File: src/hdl/key_click_hold_event_detector_macros.svh
// Assertion macros for the key click and hold event detector.
`ifndef KEY_CLICK_HOLD_EVENT_DETECTOR_MACROS_SVH
`define KEY_CLICK_HOLD_EVENT_DETECTOR_MACROS_SVH

`ifndef SYNTHESIS

// Same-cycle implication, checked outside reset.
`define KCHD_ASSERT_IMPLIES(lbl, clk, rst, ante, cons) \
   lbl: assert property (@(posedge clk) disable iff (rst) (ante) |-> (cons)) \
      else $error("assertion failed: same-cycle implication");

// Next-cycle implication, checked outside reset.
`define KCHD_ASSERT_NEXT(lbl, clk, rst, ante, cons) \
   lbl: assert property (@(posedge clk) disable iff (rst) (ante) |=> (cons)) \
      else $error("assertion failed: next-cycle implication");

`else

`define KCHD_ASSERT_IMPLIES(lbl, clk, rst, ante, cons)
`define KCHD_ASSERT_NEXT(lbl, clk, rst, ante, cons)

`endif

`endif

File: src/hdl/kchd_pkg.sv
// Shared types, constants and helper functions of the key click and hold event detector.
package kchd_pkg;

   // Timer width and the width used to compare timers against 16-bit thresholds.
   localparam int TIME_BITS = 16;
   localparam int CMP_W     = (TIME_BITS > 16) ? TIME_BITS : 16;

   typedef logic [TIME_BITS-1:0] time_type;
   typedef logic [CMP_W-1:0]     cmp_type;

   localparam time_type TIME_MAX = '1;

   // Configuration register indexes.
   localparam int CSR_IDX_W = 3;
   typedef logic [CSR_IDX_W-1:0] csr_idx_type;

   localparam csr_idx_type CSR_POLL_PERIOD     = 3'd0;
   localparam csr_idx_type CSR_CLICK_THRESHOLD = 3'd1;
   localparam csr_idx_type CSR_HOLD_THRESHOLD  = 3'd2;
   localparam csr_idx_type CSR_REPEAT_PERIOD   = 3'd3;
   localparam csr_idx_type CSR_CLICK_GAP       = 3'd4;

   // Key modes.
   typedef enum logic [2:0] {
      MODE_RELEASE  = 3'd0,
      MODE_PREPRESS = 3'd1,
      MODE_PRELONG  = 3'd2,
      MODE_LONGHOLD = 3'd3,
      MODE_MULTI    = 3'd4
   } mode_type;

   // Configuration register set.
   typedef struct packed {
      logic [7:0]  poll_period;
      logic [15:0] click_threshold;
      logic [15:0] hold_threshold;
      logic [15:0] repeat_period;
      logic [15:0] click_gap;
   } cfg_type;

   // One result.
   typedef struct packed {
      logic        press_event;
      logic        long_start_event;
      logic        hold_repeat_event;
      logic        long_release_event;
      logic        multi_click_event;
      logic        release_event;
      logic [7:0]  click_count;
      logic [15:0] hold_time;
   } evt_type;

   // Timer advance that saturates at the timer maximum.
   function automatic time_type sat_add(input time_type a, input logic [7:0] b);
      logic [TIME_BITS:0] sum;
      sum = {1'b0, a} + (TIME_BITS+1)'(b);
      return sum[TIME_BITS] ? TIME_MAX : sum[TIME_BITS-1:0];
   endfunction

   // Repeat reload value, limited to what the timer can hold.
   function automatic time_type reload_value(input logic [15:0] period);
      cmp_type ext;
      ext = CMP_W'(period);
      return (ext > CMP_W'(TIME_MAX)) ? TIME_MAX : TIME_BITS'(ext);
   endfunction

   // Held time as reported, limited to 16 bits.
   function automatic logic [15:0] hold_report(input time_type held);
      cmp_type ext;
      ext = CMP_W'(held);
      return (ext > CMP_W'(16'hFFFF)) ? 16'hFFFF : ext[15:0];
   endfunction

   // Timer strictly above a 16-bit threshold.
   function automatic logic above(input time_type t, input logic [15:0] thr);
      return CMP_W'(t) > CMP_W'(thr);
   endfunction

endpackage

File: src/hdl/key_click_hold_event_detector.sv
// Top level of the key click and hold event detector.
//
// Each request is one polling tick carrying the sampled level of one key; each
// request gives exactly one result with the event flags, the click count of
// the current series and the last captured hold time. One request is taken
// every clock cycle while the result register is free or being read; the
// state update runs on the request held in the input register and its
// result lands in the result register, from which it is presented. Build one
// instance per key. Configuration writes are taken at any time but belong in
// idle periods.
`include "key_click_hold_event_detector_macros.svh"

module key_click_hold_event_detector
   import kchd_pkg::*;
(
   input  logic        clock,
   input  logic        reset,

   input  logic        req_valid,
   output logic        req_ready,
   input  logic        req_pressed,

   output logic        rsp_valid,
   input  logic        rsp_ready,
   output logic        rsp_press_event,
   output logic        rsp_long_start_event,
   output logic        rsp_hold_repeat_event,
   output logic        rsp_long_release_event,
   output logic        rsp_multi_click_event,
   output logic        rsp_release_event,
   output logic [7:0]  rsp_click_count,
   output logic [15:0] rsp_hold_time,

   input  logic        csr_valid,
   output logic        csr_ready,
   input  csr_idx_type csr_index,
   input  logic [15:0] csr_wdata
);

   cfg_type cfg;
   evt_type evt;

   logic    s1_valid_ff,  s1_valid_in;
   logic    s1_pressed_ff;
   logic    rsp_valid_ff, rsp_valid_in;
   evt_type rsp_evt_ff;
   logic    s1_advance;

   // Configuration registers.
   kchd_csr u_csr (
      .clock     (clock),
      .reset     (reset),
      .csr_valid (csr_valid),
      .csr_ready (csr_ready),
      .csr_index (csr_index),
      .csr_wdata (csr_wdata),
      .cfg       (cfg)
   );

   // Handshake: the input register moves on whenever the result register is free.
   assign s1_advance  = s1_valid_ff && (!rsp_valid_ff || rsp_ready);
   assign req_ready   = !s1_valid_ff || s1_advance;
   assign s1_valid_in = (req_valid && req_ready) ? 1'b1 : (s1_advance ? 1'b0 : s1_valid_ff);
   assign rsp_valid_in = s1_advance ? 1'b1 : (rsp_ready ? 1'b0 : rsp_valid_ff);

   // State machine and timers.
   kchd_core u_core (
      .clock   (clock),
      .reset   (reset),
      .step    (s1_advance),
      .pressed (s1_pressed_ff),
      .cfg     (cfg),
      .evt     (evt)
   );

   // Valid flags of the input and result registers.
   always_ff @(posedge clock) begin
      if (reset) begin
         s1_valid_ff  <= 1'b0;
         rsp_valid_ff <= 1'b0;
      end else begin
         s1_valid_ff  <= s1_valid_in;
         rsp_valid_ff <= rsp_valid_in;
      end
   end

   // Payload of the input and result registers.
   always_ff @(posedge clock) begin
      if (req_valid && req_ready) begin
         s1_pressed_ff <= req_pressed;
      end
      if (s1_advance) begin
         rsp_evt_ff <= evt;
      end
   end

   assign rsp_valid              = rsp_valid_ff;
   assign rsp_press_event        = rsp_evt_ff.press_event;
   assign rsp_long_start_event   = rsp_evt_ff.long_start_event;
   assign rsp_hold_repeat_event  = rsp_evt_ff.hold_repeat_event;
   assign rsp_long_release_event = rsp_evt_ff.long_release_event;
   assign rsp_multi_click_event  = rsp_evt_ff.multi_click_event;
   assign rsp_release_event      = rsp_evt_ff.release_event;
   assign rsp_click_count        = rsp_evt_ff.click_count;
   assign rsp_hold_time          = rsp_evt_ff.hold_time;

   // A release is reported exactly with a long release or the end of a series.
   `KCHD_ASSERT_IMPLIES(a_release_pair, clock, reset, rsp_valid_ff,
      rsp_evt_ff.release_event ==
      (rsp_evt_ff.long_release_event || rsp_evt_ff.multi_click_event))

   // Mode-changing events never come together.
   `KCHD_ASSERT_IMPLIES(a_events_exclusive, clock, reset, rsp_valid_ff,
      $onehot0({rsp_evt_ff.press_event, rsp_evt_ff.long_start_event,
                rsp_evt_ff.long_release_event, rsp_evt_ff.multi_click_event}))

   // A waiting request is not lost while the result register is blocked.
   `KCHD_ASSERT_NEXT(a_s1_holds, clock, reset, s1_valid_ff && rsp_valid_ff && !rsp_ready,
      s1_valid_ff && rsp_valid_ff)

   // The input register accepts nothing while it is full and blocked.
   `KCHD_ASSERT_IMPLIES(a_no_overrun, clock, reset, s1_valid_ff && !s1_advance, !req_ready)

endmodule

File: src/hdl/kchd_csr.sv
// Configuration registers of the key click and hold event detector.
module kchd_csr
   import kchd_pkg::*;
(
   input  logic        clock,
   input  logic        reset,
   input  logic        csr_valid,
   output logic        csr_ready,
   input  csr_idx_type csr_index,
   input  logic [15:0] csr_wdata,
   output cfg_type     cfg
);

   cfg_type cfg_ff;
   cfg_type cfg_in;

   // Writes are always taken; unknown indexes leave every register alone.
   assign csr_ready = 1'b1;

   // Decode the write index.
   always_comb begin
      cfg_in = cfg_ff;
      if (csr_valid) begin
         unique case (csr_index)
            CSR_POLL_PERIOD:     cfg_in.poll_period     = csr_wdata[7:0];
            CSR_CLICK_THRESHOLD: cfg_in.click_threshold = csr_wdata;
            CSR_HOLD_THRESHOLD:  cfg_in.hold_threshold  = csr_wdata;
            CSR_REPEAT_PERIOD:   cfg_in.repeat_period   = csr_wdata;
            CSR_CLICK_GAP:       cfg_in.click_gap       = csr_wdata;
            default:             cfg_in = cfg_ff;
         endcase
      end
   end

   // Register bank with its reset values.
   always_ff @(posedge clock) begin
      if (reset) begin
         cfg_ff.poll_period     <= 8'd1;
         cfg_ff.click_threshold <= 16'd20;
         cfg_ff.hold_threshold  <= 16'd1000;
         cfg_ff.repeat_period   <= 16'd200;
         cfg_ff.click_gap       <= 16'd300;
      end else begin
         cfg_ff <= cfg_in;
      end
   end

   assign cfg = cfg_ff;

endmodule

File: src/hdl/kchd_core.sv
// Key state machine with its timers; computes one result per polling tick.
module kchd_core
   import kchd_pkg::*;
(
   input  logic    clock,
   input  logic    reset,
   input  logic    step,
   input  logic    pressed,
   input  cfg_type cfg,
   output evt_type evt
);

   mode_type    mode_ff,        mode_in;
   time_type    press_time_ff,  press_time_in;
   time_type    gap_time_ff,    gap_time_in;
   time_type    repeat_time_ff, repeat_time_in;
   logic [7:0]  clicks_ff,      clicks_in;
   time_type    held_time_ff,   held_time_in;

   // Next state, timers and events for the current tick.
   always_comb begin
      mode_in        = mode_ff;
      repeat_time_in = repeat_time_ff;
      clicks_in      = clicks_ff;
      held_time_in   = held_time_ff;
      evt            = '0;

      // Press timer runs while pressed; release captures it out of long hold.
      if (!pressed) begin
         if (mode_ff == MODE_LONGHOLD) begin
            held_time_in = press_time_ff;
         end
         press_time_in = '0;
      end else begin
         press_time_in = sat_add(press_time_ff, cfg.poll_period);
      end

      // Gap timer runs only between clicks of a series.
      gap_time_in = (mode_ff == MODE_MULTI) ? sat_add(gap_time_ff, cfg.poll_period) : '0;

      unique case (mode_ff)
         MODE_RELEASE: begin
            clicks_in = '0;
            if (pressed) begin
               mode_in = MODE_PREPRESS;
            end
         end
         MODE_PREPRESS: begin
            if (!pressed) begin
               mode_in = MODE_RELEASE;
            end else if (above(press_time_in, cfg.click_threshold)) begin
               mode_in = MODE_PRELONG;
               evt.press_event = 1'b1;
            end
         end
         MODE_PRELONG: begin
            if (!pressed) begin
               mode_in = MODE_MULTI;
               if (clicks_ff != 8'hFF) begin
                  clicks_in = clicks_ff + 8'd1;
               end
            end else if (above(press_time_in, cfg.hold_threshold)) begin
               mode_in = MODE_LONGHOLD;
               repeat_time_in = reload_value(cfg.repeat_period);
               evt.long_start_event = 1'b1;
            end
         end
         MODE_LONGHOLD: begin
            // Repeat countdown stops at zero, then reloads with a repeat event.
            if (repeat_time_ff != '0) begin
               repeat_time_in = (repeat_time_ff > time_type'(cfg.poll_period)) ?
                                repeat_time_ff - time_type'(cfg.poll_period) : '0;
            end else begin
               repeat_time_in = reload_value(cfg.repeat_period);
               evt.hold_repeat_event = 1'b1;
            end
            if (!pressed) begin
               evt.long_release_event = 1'b1;
               evt.release_event      = 1'b1;
               mode_in = MODE_RELEASE;
            end
         end
         MODE_MULTI: begin
            if (above(gap_time_in, cfg.click_gap)) begin
               evt.multi_click_event = 1'b1;
               evt.release_event     = 1'b1;
               mode_in = MODE_RELEASE;
            end else if (above(press_time_in, cfg.click_threshold)) begin
               mode_in = MODE_PRELONG;
            end
         end
         default: begin
            mode_in = MODE_RELEASE;
         end
      endcase

      evt.click_count = clicks_in;
      evt.hold_time   = hold_report(held_time_in);
   end

   // State register, advanced once per accepted tick.
   always_ff @(posedge clock) begin
      if (reset) begin
         mode_ff        <= MODE_RELEASE;
         press_time_ff  <= '0;
         gap_time_ff    <= '0;
         repeat_time_ff <= '0;
         clicks_ff      <= '0;
         held_time_ff   <= '0;
      end else if (step) begin
         mode_ff        <= mode_in;
         press_time_ff  <= press_time_in;
         gap_time_ff    <= gap_time_in;
         repeat_time_ff <= repeat_time_in;
         clicks_ff      <= clicks_in;
         held_time_ff   <= held_time_in;
      end
   end

endmodule

File: config.mk
export PLATFORM = sky130hd
export DESIGN_NAME = key_click_hold_event_detector
export DESIGN_NICKNAME = d
export VERILOG_FILES = /design/src/hdl/kchd_pkg.sv /design/src/hdl/key_click_hold_event_detector.sv /design/src/hdl/kchd_csr.sv /design/src/hdl/kchd_core.sv
export VERILOG_INCLUDE_DIRS = /design/src /design/src/hdl
export SDC_FILE = /design/constraint.sdc
export NUM_CORES = 1
export LEC_CHECK = 0
export ABC_AREA = 1
export BUFFER_PORTS_ARGS = -buffer_cell sky130_fd_sc_hd__buf_2
export CAP_MARGIN = 20
export CELL_PAD_IN_SITES_DETAIL_PLACEMENT = 1
export CELL_PAD_IN_SITES_GLOBAL_PLACEMENT = 1
export CORE_MARGIN = 2
export CORE_UTILIZATION = 41
export CTS_CLUSTER_SIZE = 28
export DETAILED_ROUTE_END_ITERATION = 12
export PLACE_DENSITY = 0.77
export SLEW_MARGIN = 20
export SYNTH_ARGS = -nofsm -noshare
export SYNTH_HDL_FRONTEND = slang
export SYNTH_SLANG_ARGS = --single-unit
export TNS_END_PERCENT = 5
File: constraint.sdc
create_clock -name clock -period 3.15 [get_ports clock]
set_input_delay 0.63 -clock clock [delete_from_list [all_inputs] [get_ports clock]]
set_output_delay 0.63 -clock clock [all_outputs]
set_load 0.01 [all_outputs]
==> impl_metrics.toml <==
[status]
status = "complete, but fails checks"
violations = "negative setup slack"

[final_layout]
fillers = 3152
syn_to_final_growth_pct = 21.7
n_antenna_cell = 0
final_util_pct = 50.8
nets = 1641
drive_gt1_share_pct = 17.8
final_common_cell = "nand2_1"
final_cell_mix = "236 x nand2_1, 228 x inv_1, 151 x o21ai_0, 150 x a21oi_1, 140 x dfxtp_1"

[critical_path]
cp_max_fo = 14
cp_common_cell = "nand2_2"
required_ns = 3.48
cp-end-kind = "flip-flop"
cp_cell_sequence = "ha_4 -> fa_2 -> nand3_2 -> o211ai_2 -> nand3_1 -> nand2_2 -> buf_4 -> xor2_1 -> o21ai_1 -> inv_1 -> ha_4 -> nand2_2 -> nor4_4 -> nand2_1 -> nand2_1 -> nand2_2 -> o21ai_4 -> nand2_4 -> clkbuf_16 -> nor2_2 -> nor2_1"
crit_start = "u_csr.cfg[64]"
r2r_setup_slack_ns = -0.42
crit_end = "u_core.repeat_time_ff[4]"
critPathLaunchType = "flip-flop"
r2r_start = "u_csr.cfg[64]"
reg2reg_to = "u_core.repeat_time_ff[4]"
r2r_cells = 21
worstSetupPathType = "reg2reg"
slowest_stage = "fa_2"
cp_slowest_stage_delay_ns = 0.39
crit_arrival_ns = 3.91

[drt]
routedWlPerCell_um = 16.8
via_count = 9611
drc = 0
drt-total-wl_um = 31500
via_per_inst = 5.12
drtPass1Iterations = 5
drt-initial-drc-count = 503
ant_nets = 0

[synth]
synth_fp_nets = 1502
yosysTopAreaCell = "dfxtp_1"
yosys-top-cells-area = "dfxtp_1 29%, edfxtp_1 9.2%, nand2_1 9.1%"
ys_warn_count = 0
synth_cell_types = 44
synth_top_area_share_pct = 29.5
synth-seq-cells = 180
syn_area_per_cell_um2 = 7.22
synth.cell_area_um2 = 10100
yosysSeqAreaShare_pct = 38.7
netlist_instances = 1401

[timing]
holdWs_ns = 0.375
slew_violations = 0
final_min_period_over_clock_period_pct = 113
fin_ws_ns = -0.424
fin_tns_setup_ns = -7.53
hold_viol_final = 0
slew_headroom_pct = 48.5
post-route-min-period_ns = 3.57
skew_ns = 0.0140
worst_pin_slew_ns = 0.772
setup_violations = 23
clock.fmax_mhz = 280
rsz0062_at_grt = "yes"

[worst_hold_path]
hold_class = "in2reg"

[placed_design]
post-dp-hpwl_um = 22600
place.gp.congestion = 0.850
dp_slack_ns = -0.443
io_buffers = 56

[grt]
grt_max_degree = 51
overflow = 0
grt_pass1_vias = 9718
antenna_found_initial = 0
grt_usage_pct = 24.2
grtUsageMet2_pct = 41.2
grtUsageMet1_pct = 32.8
use_met3_pct = 2.62
grt_pass1_wl_um = 50100
busiest_layer = "met2"

[clock_network]
clockBufferDepth = 2
ctsHtreeMaxLevel = 4
root_buffer = "clkbuf_16"
cts_tree = "yes"
cts.sinks = 180
insertion_delay_ns = 0.44
hold_buffers = 0
clk_pin_slew_ns = 0.08
cts_buffers = 17

[pwr]
ir_drop_v = 0.000330
pwr-share-comb_pct = 13.6
internal_power_uw = 3780
swShare_pct = 29.6
power.switching_uw = 1590
sequentialPowerShare_pct = 46.6
p_per_area_nw_per_um2 = 437
p_leak_uw = 0.00606
p_clk_share_pct = 39.9

[floorplanning]
start_util_pct = 41.7
core_area_um2 = 24200
die_area_um2 = 26000
num_rows = 57
ios = 58
die-height_um = 161
die_w_um = 161

[job]
maxCapViolations = 0
==> cells in the mapped netlist, drive strengths merged <==
library cell,instances
inv,235
a211oi,1
xor2,19
conb,1
xnor2,5
fa,3
nor2,120
a21o,3
nand2,249
o21a,3
nor4,3
o22ai,9
nand3b,4
or2,3
a21oi,153
nor3,12
clkbuf,39
edfxtp,31
a31oi,4
o2bb2ai,1
ha,73
o21bai,6
dfxtp,149
a21boi,1
o31ai,3
nand4,16
and2,1
o211ai,17
clkinv,3
buf,8
nand3,55
o21ai,171
==> power by group through the flow <==
stage	sequential [µW]	clock [µW]	combinational [µW]
after global routing	2520	2260	819
after floorplan	2550	0	400
final	2500	2140	729
after global placement	2550	0	664
after CTS	2500	2180	711
after detailed placement	2550	0	690
==> stage by stage <==
stage / std cells / instance area, µm² / power (µW)
floorplan: 1401 / 10100 / 2950
global placement: 1838 / 11400 / 3210
detailed placement: 1838 / 11400 / 3240
CTS: 1871 / 12100 / 5390
global route: 1877 / 12300 / 5600
finish: 1877 / 12300 / 5380
==> cells by family after synthesis <==
group	count (synthesis)	share of synthesized area, %
AND/OR/NAND/NOR	463	19.2
AO/OA/AOI/OAI	372	19.6
buffers and inverters	285	10.8
flip-flops	180	38.7
adder cells (fa/ha/maj)	76	9.62
XOR/XNOR	24	2.08
other	1	0.0370
==> layout make-up <==
type | instances | area [µm²] | share of cell area [%]
Multi-Input combinational cell | 936 | 5330 | 43.3
Sequential cell | 180 | 3930 | 31.9
Timing Repair Buffer | 167 | 1170 | 9.53
Inverter | 238 | 896 | 7.27
Clock buffer | 17 | 425 | 3.45
Tap cell | 324 | 405 | 3.29
Clock inverter | 15 | 158 | 1.28
==> routing by layer <==
layer  up-vias  share of wire, %
met5         -                 0
met4         0               1.5
met3        29               2.7
met2       149                48
met1      4570                48
li1       4863                 -
==> flip-flops by register name, indices dropped and copies added, names as in the netlist <==
signal and count:
u_csr.cfg 72, rsp_hold_time 16, u_core.gap_time_ff 16, u_core.held_time_ff 16
u_core.press_time_ff 16, u_core.repeat_time_ff 16, rsp_click_count 8, u_core.clicks_ff 8
u_core.mode_ff 3, rsp_hold_repeat_event 1, rsp_long_release_event 1, rsp_long_start_event 1
rsp_multi_click_event 1, rsp_press_event 1, rsp_release_event 1, rsp_valid 1
s1_pressed_ff 1, s1_valid_ff 1
==> critical path, delay by kind of cell (launching register included) <==
family	cells	cell delay [ns]
AO/OA/AOI/OAI	3	0.47
flip-flops	1	0.35
buffers and inverters	3	0.46
AND/OR/NAND/NOR	11	1.22
XOR/XNOR	1	0.13
adder cells (fa/ha/maj)	3	0.84
==> worst min-delay path by stage <==
stage          slack, ns     startpoint  cells past startpoint            end
3_5_place_dp        0.44  u_csr.cfg[28]                      2  u_csr.cfg[28]
4_1_cts             0.37    req_pressed                      1  s1_pressed_ff
3_3_place_gp        0.44  u_csr.cfg[28]                      2  u_csr.cfg[28]
2_1_floorplan       0.42  u_csr.cfg[28]                      2  u_csr.cfg[28]
5_1_grt             0.37    req_pressed                      1  s1_pressed_ff
6_report            0.37    req_pressed                      1  s1_pressed_ff
==> what timing repair did <==
action	4_1_cts	5_1_grt
hold endpoints to repair	0	0
pin swaps	1	14
buffers inserted	1	4
cloned	0	2
gates resized for setup	33	35
endpoints found under the setup margin	23	23
Power figures use the tool's default switching activity.
